==> config.mk <==
export PLATFORM = sky130hd
export DESIGN_NAME = key_register_cache_aging_lru
export DESIGN_NICKNAME = d
export VERILOG_FILES = /design/src/hdl/krc_pkg.sv /design/src/hdl/krc_ctrl.sv /design/src/hdl/krc_dpath.sv /design/src/hdl/key_register_cache_aging_lru.sv
export SDC_FILE = /design/constraint.sdc
export NUM_CORES = 1
export LEC_CHECK = 0
export BUFFER_PORTS_ARGS = -buffer_cell sky130_fd_sc_hd__buf_2
export CELL_PAD_IN_SITES_DETAIL_PLACEMENT = 1
export CELL_PAD_IN_SITES_GLOBAL_PLACEMENT = 2
export CORE_MARGIN = 4
export CORE_UTILIZATION = 42
export DETAILED_ROUTE_END_ITERATION = 10
export GPL_ROUTABILITY_DRIVEN = 0
export GPL_TIMING_DRIVEN = 1
export PLACE_DENSITY = 0.85
export SLEW_MARGIN = 20
export SYNTH_ARGS = -nofsm -noshare
export SYNTH_HDL_FRONTEND = slang
export SYNTH_HIERARCHICAL = 1
export SYNTH_SLANG_ARGS = --single-unit
==> constraint.sdc <==
create_clock -name clk -period 4.6 [get_ports clk]
set_input_delay 0.23 -clock clk [delete_from_list [all_inputs] [get_ports clk]]
set_output_delay 0.23 -clock clk [all_outputs]
set_load 0.01 [all_outputs]
==> src/hdl/krc_pkg.sv <==
`timescale 1ns / 1ps
`default_nettype none
// ----------------------------------------------------------------------------
// krc_pkg
// Shared types and constants for the key register cache with two-bit aging.
// ----------------------------------------------------------------------------
package krc_pkg;

	localparam int CACHE_SLOTS_DEF = 16;
	localparam int FIRST_SLOT_DEF  = 8;

	localparam int KEY_W  = 32;
	localparam int OP_W   = 2;
	localparam int SLOT_W = 5;
	localparam int SUM_W  = SLOT_W + 1;
	localparam int AGE_W  = 2;

	localparam logic [OP_W-1:0] OP_LOAD   = 2'd0;
	localparam logic [OP_W-1:0] OP_STORE  = 2'd1;
	localparam logic [OP_W-1:0] OP_COMMIT = 2'd2;
	localparam logic [OP_W-1:0] OP_NONE   = 2'd3;

	// controller to datapath
	typedef struct packed {
		logic load_in;
		logic lookup;
		logic capture_victim;
		logic age;
		logic finish;
	} krc_cmd_t;

	// datapath to controller
	typedef struct packed {
		logic need_victim;
		logic cand_any;
		logic out_free;
	} krc_stat_t;

endpackage
`default_nettype wire

==> src/hdl/krc_ctrl.sv <==
`timescale 1ns / 1ps
`default_nettype none
// ----------------------------------------------------------------------------
// krc_ctrl
// Sequencer: accept, look up, age until a victim shows up, deliver.
// ----------------------------------------------------------------------------
module krc_ctrl
	import krc_pkg::*;
(
	input  wire logic      clk,
	input  wire logic      arst_n,
	input  wire logic      in_valid,
	output logic           in_ready,
	input  wire krc_stat_t stat,
	output krc_cmd_t       cmd
);

	localparam logic [1:0] ST_IDLE   = 2'd0;
	localparam logic [1:0] ST_LOOKUP = 2'd1;
	localparam logic [1:0] ST_SEARCH = 2'd2;
	localparam logic [1:0] ST_FINISH = 2'd3;

	logic [1:0] state_q;
	logic [1:0] state_d;

	always_comb begin
		state_d  = state_q;
		cmd      = '0;
		in_ready = 1'b0;
		unique case (state_q)
			ST_IDLE: begin
				in_ready = 1'b1;
				if (in_valid) begin
					cmd.load_in = 1'b1;
					state_d     = ST_LOOKUP;
				end
			end
			ST_LOOKUP: begin
				cmd.lookup = 1'b1;
				state_d    = stat.need_victim ? ST_SEARCH : ST_FINISH;
			end
			ST_SEARCH: begin
				// age unused slots until one has its high age bit set
				if (stat.cand_any) begin
					cmd.capture_victim = 1'b1;
					state_d            = ST_FINISH;
				end else begin
					cmd.age = 1'b1;
				end
			end
			ST_FINISH: begin
				if (stat.out_free) begin
					cmd.finish = 1'b1;
					state_d    = ST_IDLE;
				end
			end
			default: state_d = ST_IDLE;
		endcase
	end

	always_ff @(posedge clk or negedge arst_n) begin
		if (!arst_n) begin
			state_q <= ST_IDLE;
		end else begin
			state_q <= state_d;
		end
	end

endmodule
`default_nettype wire

==> src/hdl/krc_dpath.sv <==
`timescale 1ns / 1ps
`default_nettype none
// ----------------------------------------------------------------------------
// krc_dpath
// Slot keys, valid bits, ages and use marks, associative lookup, victim
// search and the output register.
// ----------------------------------------------------------------------------
module krc_dpath
	import krc_pkg::*;
#(
	parameter int CACHE_SLOTS = CACHE_SLOTS_DEF,
	parameter int FIRST_SLOT  = FIRST_SLOT_DEF
) (
	input  wire logic              clk,
	input  wire logic              arst_n,
	input  wire krc_cmd_t          cmd,
	output krc_stat_t              stat,
	input  wire logic [OP_W-1:0]   op,
	input  wire logic [KEY_W-1:0]  key_addr,
	input  wire logic              out_ready,
	output logic                   out_valid,
	output logic [SLOT_W-1:0]      slot,
	output logic                   hit,
	output logic                   fill_needed,
	output logic                   evict_valid,
	output logic [KEY_W-1:0]       evict_key,
	output logic                   status
);

	localparam int IDX_W = $clog2(CACHE_SLOTS);

	logic [OP_W-1:0]        op_q;
	logic [KEY_W-1:0]       key_q;
	logic [KEY_W-1:0]       slot_key_q [CACHE_SLOTS];
	logic [CACHE_SLOTS-1:0] slot_valid_q;
	logic [AGE_W-1:0]       slot_age_q [CACHE_SLOTS];
	logic [CACHE_SLOTS-1:0] used_q;

	logic                   direct_q;
	logic                   hit_q;
	logic                   full_q;
	logic [IDX_W-1:0]       idx_q;

	logic                   out_valid_q;
	logic [SLOT_W-1:0]      slot_q;
	logic                   hit_out_q;
	logic                   fill_q;
	logic                   evict_valid_q;
	logic [KEY_W-1:0]       evict_key_q;
	logic                   status_q;

	logic                   is_direct;
	logic                   is_access;
	logic [CACHE_SLOTS-1:0] match_vec;
	logic [CACHE_SLOTS-1:0] cand_vec;
	logic [IDX_W-1:0]       match_idx;
	logic [IDX_W-1:0]       cand_idx;
	logic [SUM_W-1:0]       slot_sum;
	logic [SLOT_W-1:0]      res_slot;
	logic                   res_hit;
	logic                   res_fill;
	logic                   res_evict_valid;
	logic [KEY_W-1:0]       res_evict_key;
	logic                   res_status;

	assign is_direct = key_q < KEY_W'(FIRST_SLOT);
	assign is_access = (op_q == OP_LOAD) || (op_q == OP_STORE);

	always_comb begin
		for (int i = 0; i < CACHE_SLOTS; i++) begin
			match_vec[i] = slot_valid_q[i] && (slot_key_q[i] == key_q);
			cand_vec[i]  = !used_q[i] && slot_age_q[i][AGE_W-1];
		end
	end

	// lowest set bit wins
	always_comb begin
		match_idx = '0;
		cand_idx  = '0;
		for (int i = CACHE_SLOTS - 1; i >= 0; i--) begin
			if (match_vec[i]) match_idx = IDX_W'(i);
			if (cand_vec[i])  cand_idx  = IDX_W'(i);
		end
	end

	assign stat.need_victim = is_access && !is_direct && !(|match_vec) && !(&used_q);
	assign stat.cand_any    = |cand_vec;
	assign stat.out_free    = !out_valid_q || out_ready;

	assign slot_sum = SUM_W'(FIRST_SLOT) + SUM_W'(idx_q);

	always_comb begin
		res_slot        = '0;
		res_hit         = 1'b0;
		res_fill        = 1'b0;
		res_evict_valid = 1'b0;
		res_evict_key   = '0;
		res_status      = 1'b0;
		case (op_q) inside
			OP_LOAD, OP_STORE: begin
				if (direct_q) begin
					res_slot = key_q[SLOT_W-1:0];
					res_hit  = 1'b1;
				end else if (hit_q) begin
					res_slot = slot_sum[SLOT_W-1:0];
					res_hit  = 1'b1;
				end else if (full_q) begin
					res_status = 1'b1;
				end else begin
					res_slot        = slot_sum[SLOT_W-1:0];
					res_fill        = (op_q == OP_LOAD);
					res_evict_valid = slot_valid_q[idx_q];
					res_evict_key   = slot_valid_q[idx_q] ? slot_key_q[idx_q] : '0;
				end
			end
			default: begin
			end
		endcase
	end

	// input and lookup results
	always_ff @(posedge clk) begin
		if (cmd.load_in) begin
			op_q  <= op;
			key_q <= key_addr;
		end
		if (cmd.lookup) begin
			direct_q <= is_direct;
			hit_q    <= |match_vec;
			full_q   <= &used_q;
			idx_q    <= match_idx;
		end else if (cmd.capture_victim) begin
			idx_q <= cand_idx;
		end
	end

	wire victim_write = cmd.finish && is_access && !direct_q && !hit_q && !full_q;

	always_ff @(posedge clk) begin
		if (victim_write) begin
			slot_key_q[idx_q] <= key_q;
		end
	end

	always_ff @(posedge clk or negedge arst_n) begin
		if (!arst_n) begin
			slot_valid_q <= '0;
			used_q       <= '0;
			for (int i = 0; i < CACHE_SLOTS; i++) begin
				slot_age_q[i] <= '0;
			end
		end else begin
			if (cmd.age) begin
				// no unused slot has its high bit set here, so no wrap
				for (int i = 0; i < CACHE_SLOTS; i++) begin
					if (!used_q[i]) slot_age_q[i] <= slot_age_q[i] + AGE_W'(1);
				end
			end
			if (cmd.finish) begin
				if (op_q == OP_COMMIT) begin
					for (int i = 0; i < CACHE_SLOTS; i++) begin
						if (used_q[i]) slot_age_q[i] <= '0;
					end
					used_q <= '0;
				end else if (is_access && !direct_q && !full_q) begin
					used_q[idx_q] <= 1'b1;
					if (!hit_q) slot_valid_q[idx_q] <= 1'b1;
				end
			end
		end
	end

	always_ff @(posedge clk or negedge arst_n) begin
		if (!arst_n) begin
			out_valid_q <= 1'b0;
		end else if (cmd.finish) begin
			out_valid_q <= 1'b1;
		end else if (out_ready) begin
			out_valid_q <= 1'b0;
		end
	end

	always_ff @(posedge clk) begin
		if (cmd.finish) begin
			slot_q        <= res_slot;
			hit_out_q     <= res_hit;
			fill_q        <= res_fill;
			evict_valid_q <= res_evict_valid;
			evict_key_q   <= res_evict_key;
			status_q      <= res_status;
		end
	end

	assign out_valid   = out_valid_q;
	assign slot        = slot_q;
	assign hit         = hit_out_q;
	assign fill_needed = fill_q;
	assign evict_valid = evict_valid_q;
	assign evict_key   = evict_key_q;
	assign status      = status_q;

endmodule
`default_nettype wire

==> src/hdl/key_register_cache_aging_lru.sv <==
`timescale 1ns / 1ps
`default_nettype none
// Commit, direct registers, hits and the no-free-slot case pass from input
//   transfer through the lookup and finish states to output valid; a miss
//   adds victim search steps between them (at most two aging steps).
// One item at a time: a new input is taken only after the result is
//   registered, and finish waits while the output register is still full.
// Reset (arst_n low) empties all slots, clears ages and use marks.
// ----------------------------------------------------------------------------
// key_register_cache_aging_lru
// Fully associative key register cache with two-bit aging replacement.
// ----------------------------------------------------------------------------
module key_register_cache_aging_lru
	import krc_pkg::*;
#(
	parameter int CACHE_SLOTS = CACHE_SLOTS_DEF,
	parameter int FIRST_SLOT  = FIRST_SLOT_DEF
) (
	input  wire logic             clk,
	input  wire logic             arst_n,
	input  wire logic             in_valid,
	output logic                  in_ready,
	input  wire logic [OP_W-1:0]  op,
	input  wire logic [KEY_W-1:0] key_addr,
	output logic                  out_valid,
	input  wire logic             out_ready,
	output logic [SLOT_W-1:0]     slot,
	output logic                  hit,
	output logic                  fill_needed,
	output logic                  evict_valid,
	output logic [KEY_W-1:0]      evict_key,
	output logic                  status
);

	krc_cmd_t  cmd;
	krc_stat_t stat;

	krc_ctrl u_ctrl (
		.clk      (clk),
		.arst_n   (arst_n),
		.in_valid (in_valid),
		.in_ready (in_ready),
		.stat     (stat),
		.cmd      (cmd)
	);

	krc_dpath #(
		.CACHE_SLOTS (CACHE_SLOTS),
		.FIRST_SLOT  (FIRST_SLOT)
	) u_dpath (
		.clk         (clk),
		.arst_n      (arst_n),
		.cmd         (cmd),
		.stat        (stat),
		.op          (op),
		.key_addr    (key_addr),
		.out_ready   (out_ready),
		.out_valid   (out_valid),
		.slot        (slot),
		.hit         (hit),
		.fill_needed (fill_needed),
		.evict_valid (evict_valid),
		.evict_key   (evict_key),
		.status      (status)
	);

	// one item in flight: no transfer right after an accepted one
	a_one_in_flight: assert property (@(posedge clk) disable iff (!arst_n)
		(in_valid && in_ready) |=> !in_ready)
		else $error("input taken while an item is in flight");

	a_full_clean: assert property (@(posedge clk) disable iff (!arst_n)
		(out_valid && status) |-> (slot == '0 && !hit && !fill_needed && !evict_valid))
		else $error("no_free_slot result carries a slot");

	a_fill_is_miss: assert property (@(posedge clk) disable iff (!arst_n)
		(out_valid && (fill_needed || evict_valid)) |-> (!hit && !status))
		else $error("fill or eviction reported on a hit");

	a_evict_key_zero: assert property (@(posedge clk) disable iff (!arst_n)
		(out_valid && !evict_valid) |-> (evict_key == '0))
		else $error("eviction key without eviction");

endmodule
`default_nettype wire
==> metrics.csv <==
stage;metric;value;unit
clock_tree;cts-buffers-inserted;76;
grt;grt_start_max_net_pins;61;
grt;first_pass_grt_wire_length;169000;um
grt;antenna_found_initial;9;
yosys;syn_inst;2243;
clock_tree;worst_skew_pair.late_latency;0.65;ns
worst_setup_path;r2r.worst_path.cells;12;
clock_tree;clk_transition_reported_paths;0.06;ns
yosys;post-synth-top-area-cell;sky130_fd_sc_hd__edfxtp_1;
clock_tree;number_of_sinks_driven_by_the_clock_tree;661;
floorplanning;area_of_the_core;77800;sq um
clock_tree;post_cts_buffers;0;
yosys;synth.cells.most_frequent;sky130_fd_sc_hd__edfxtp_1 (594), sky130_fd_sc_hd__xor2_1 (259), sky130_fd_sc_hd__xnor2_1 (250);
finish;fill_cells;7687;
clock_tree;maximum_buffer_depth_of_the_clock_tree;3;
worst_setup_path;rr_endpoint;u_ctrl/state_q[0];
pwr;irDropWorstVdd;0.000365;V
pwr;p_leak;12.3;nW
pwr;power.total;20.2;mW
drt;ant_nets;0;
finish;final_cell_area;37800;sq um
clock_tree;ctsHtreeMaxLevel;3;
worst_setup_path;crit_arrival;4.96;ns
grt;track_usage;0.285;
floorplanning;die_area;83500;sq um
floorplanning;floorplan.rows;102;
worst_setup_path;critical_path_required;5.15;ns
sta;final-max-slew-violation-count;0;
sta;final_period_minus_worst_setup_slack;4.41;ns
yosys;synth.ff_latch_count;661;
worst_setup_path;crit_type;reg2reg;
sta;worst_slew_pin_slew;1.15;ns
status;outcome;finished clean;
hold_path;hold_path_end;u_dpath/out_valid;
yosys;synth_enable_flop_cells;594;
yosys;synth-seq-area-share;0.589;
clock_tree;clockRootBuffer;sky130_fd_sc_hd__clkbuf_16;
yosys;async_reset_ff_frac;0.101;
worst_setup_path;timing.critical_path.from_type;flip-flop;
drt;routed-via-count;22410;
finish;area_growth;13.9;%
sta;clock-skew-final;0.0284;ns
yosys;synthesis.yosys.warnings;6;
place;port_buffers;80;
sta;rsz0062_at_grt;no;
drt;drcViolationCount;0;
yosys;ys_types;64;
sta;setup_total_negative_slack;0;ns
floorplanning;die-height;289;um
sta;clock.fmax;227;MHz
place;hpwl;87700;um
yosys;synth_top_flop_cell;sky130_fd_sc_hd__edfxtp_1;
hold_path;whs_path_depth;3;
sta;timing.final.crit_share;0.958;
drt;post_drt_wl_per_cell;33.9;um
sta;whs;0.104;ns
finish;final_cell_count_no_fill;3516;
finish;nNetsFinal;2454;
grt;grt_overflow;0;
worst_setup_path;worstSetupEndpointType;flip-flop;
yosys;synth.avg_cell_area;14.8;sq um
drt;drt_iter0_markers;2946;
yosys;syn-cell-area;33200;sq um
place;dpl_cell_area;34900;sq um
sta;hold_viol;0;
place;placed_cells;3335;
clock_tree;cts_resized;0;
drt;detailedRoute.firstPassIterationCount;6;
floorplanning;start_util;0.426;
drt;detail_route.vias_per_cell;6.37;
pwr;power_per_cell_area;534;nW/um^2
worst_setup_path;regToRegStartpoint;u_dpath/key_q[4];
floorplanning;io_pins;81;
grt;via_count_of_the_first_global_routing_pass;22834;
worst_setup_path;rrSetupSlack;0.19;ns
yosys;synthTopCellsByArea;sky130_fd_sc_hd__edfxtp_1 (54%), sky130_fd_sc_hd__mux4_2 (11%), sky130_fd_sc_hd__xor2_1 (6.8%);
drt;post_route_wl;119000;um
yosys;post-synth-top-count-cell;sky130_fd_sc_hd__edfxtp_1;
worst_setup_path;timing.critical_path.fanout_max;16;
sta;slew_headroom;0.233;
finish;final_layout_size_suffix_gt1_frac;0.209;
hold_path;holdCritPathClass;in2reg;
yosys;postSynthNetCount;2285;
floorplanning;fp.dieW;289;um
sta;setup_viol;0;
hold_path;hp-start;out_ready;
job;maxCapViolCount;0;
clock_tree;cts_tree;built;
yosys;post-synth-top-area-fraction;0.538;
-- registers in the layout (all words and copies together) (netlist names), 2 cells and up --
signal / flops
u_dpath/slot: 5
u_ctrl/state_q: 2
u_dpath/slot_valid_q: 16
u_dpath/slot_key_q: 512
u_dpath/slot_age_q: 32
u_dpath/evict_key: 32
u_dpath/key_q: 32
u_dpath/idx_q: 4
u_dpath/op_q: 2
u_dpath/used_q: 16
-- worst max-delay path by stage --
stage                      start                       end  depth (start not counted)
4_1_cts         u_dpath/key_q[4]         u_ctrl/state_q[0]                         12
5_1_grt         u_dpath/key_q[4]         u_ctrl/state_q[0]                         12
6_report        u_dpath/key_q[4]         u_ctrl/state_q[0]                         12
3_3_place_gp    u_dpath/key_q[4]         u_ctrl/state_q[0]                         12
3_5_place_dp    u_dpath/key_q[4]         u_ctrl/state_q[0]                         12
2_1_floorplan  u_dpath/out_valid  u_dpath/slot_key_q[2][0]                          6
-- where the power goes --
part / switching, mW / internal, mW
sequential: 0.647 / 7.21
combinational: 3.76 / 2.50
clock: 2.57 / 3.47
total: 6.98 / 13.2
-- layout by cell type (no fill, tap or decap), drive strengths merged, types with 11 or more instances in the layout --
| master | n |
|---|---|
| nor4b | 12 |
| mux4 | 165 |
| nand4 | 114 |
| o21ai | 44 |
| clkinv | 30 |
| clkbuf | 97 |
| a21oi | 42 |
| or2 | 25 |
| dfrtp | 67 |
| buf | 175 |
| nand2b | 24 |
| nor2b | 55 |
| or4 | 11 |
| xnor2 | 257 |
| nor2 | 62 |
| edfxtp | 594 |
| xor2 | 259 |
| nand2 | 91 |
| nand3 | 40 |
| inv | 27 |
| dlygate4sd3 | 38 |
| nor4 | 122 |
| nor3 | 25 |
-- through the flow --
stage           util  setup WS, ns
2_1_floorplan      -         0.250
6_report       0.485         0.193
3_5_place_dp   0.448         0.237
5_1_grt        0.485        0.0149
3_3_place_gp   0.448         0.391
4_1_cts        0.485         0.187
-- timing repair --
action	4_1_cts	5_1_grt
hold endpoints to repair	54	0
endpoints found under the setup margin	0	0
hold buffers	38	0
-- per-layer routing --
layer	wire length, um	up-vias	track usage
li1	-	8951	-
met1	42800	11607	0.349
met2	55800	1427	0.457
met3	10700	417	0.0590
met4	9880	8	0.191
met5	54	-	0
-- cell type report --
type / instances / area (sq um) / share of cell area
diodes: 2 / 5.00 / 0.000132
inverters: 22 / 82.6 / 0.00219
repair buffers: 213 / 1570 / 0.0415
clock buffers: 97 / 2050 / 0.0543
well taps: 1040 / 1300 / 0.0344
multi-input cells: 1438 / 12800 / 0.340
clock inverters: 43 / 414 / 0.0110
flip-flops and latches: 661 / 19500 / 0.517
-- logic make-up after synthesis --
family | count (synthesis) | synth area share
AOI/OAI and AO/OA | 123 | 0.0223
DFF | 661 | 0.589
muxes | 166 | 0.113
adders and majority gates | 4 | 0.00151
buffers and inverters | 144 | 0.0279
and+or+nand+nor | 629 | 0.109
xor gates and xnor gates | 516 | 0.138
-- worst max-delay path: stages, from the launching register on --
cell,delay [ns]
sky130_fd_sc_hd__edfxtp_1,0.92
sky130_fd_sc_hd__buf_4,0.31
sky130_fd_sc_hd__xnor2_1,0.23
sky130_fd_sc_hd__nand4_1,0.14
sky130_fd_sc_hd__nor4_1,0.80
sky130_fd_sc_hd__nand4_1,0.40
sky130_fd_sc_hd__or4_1,0.56
sky130_fd_sc_hd__and4_4,0.22
sky130_fd_sc_hd__nand4_1,0.21
sky130_fd_sc_hd__nor4_1,0.09
sky130_fd_sc_hd__nor2b_1,0.17
sky130_fd_sc_hd__o41ai_2,0.08
sky130_fd_sc_hd__a2bb2oi_1,0.19
(Power assumes the default switching activity.)
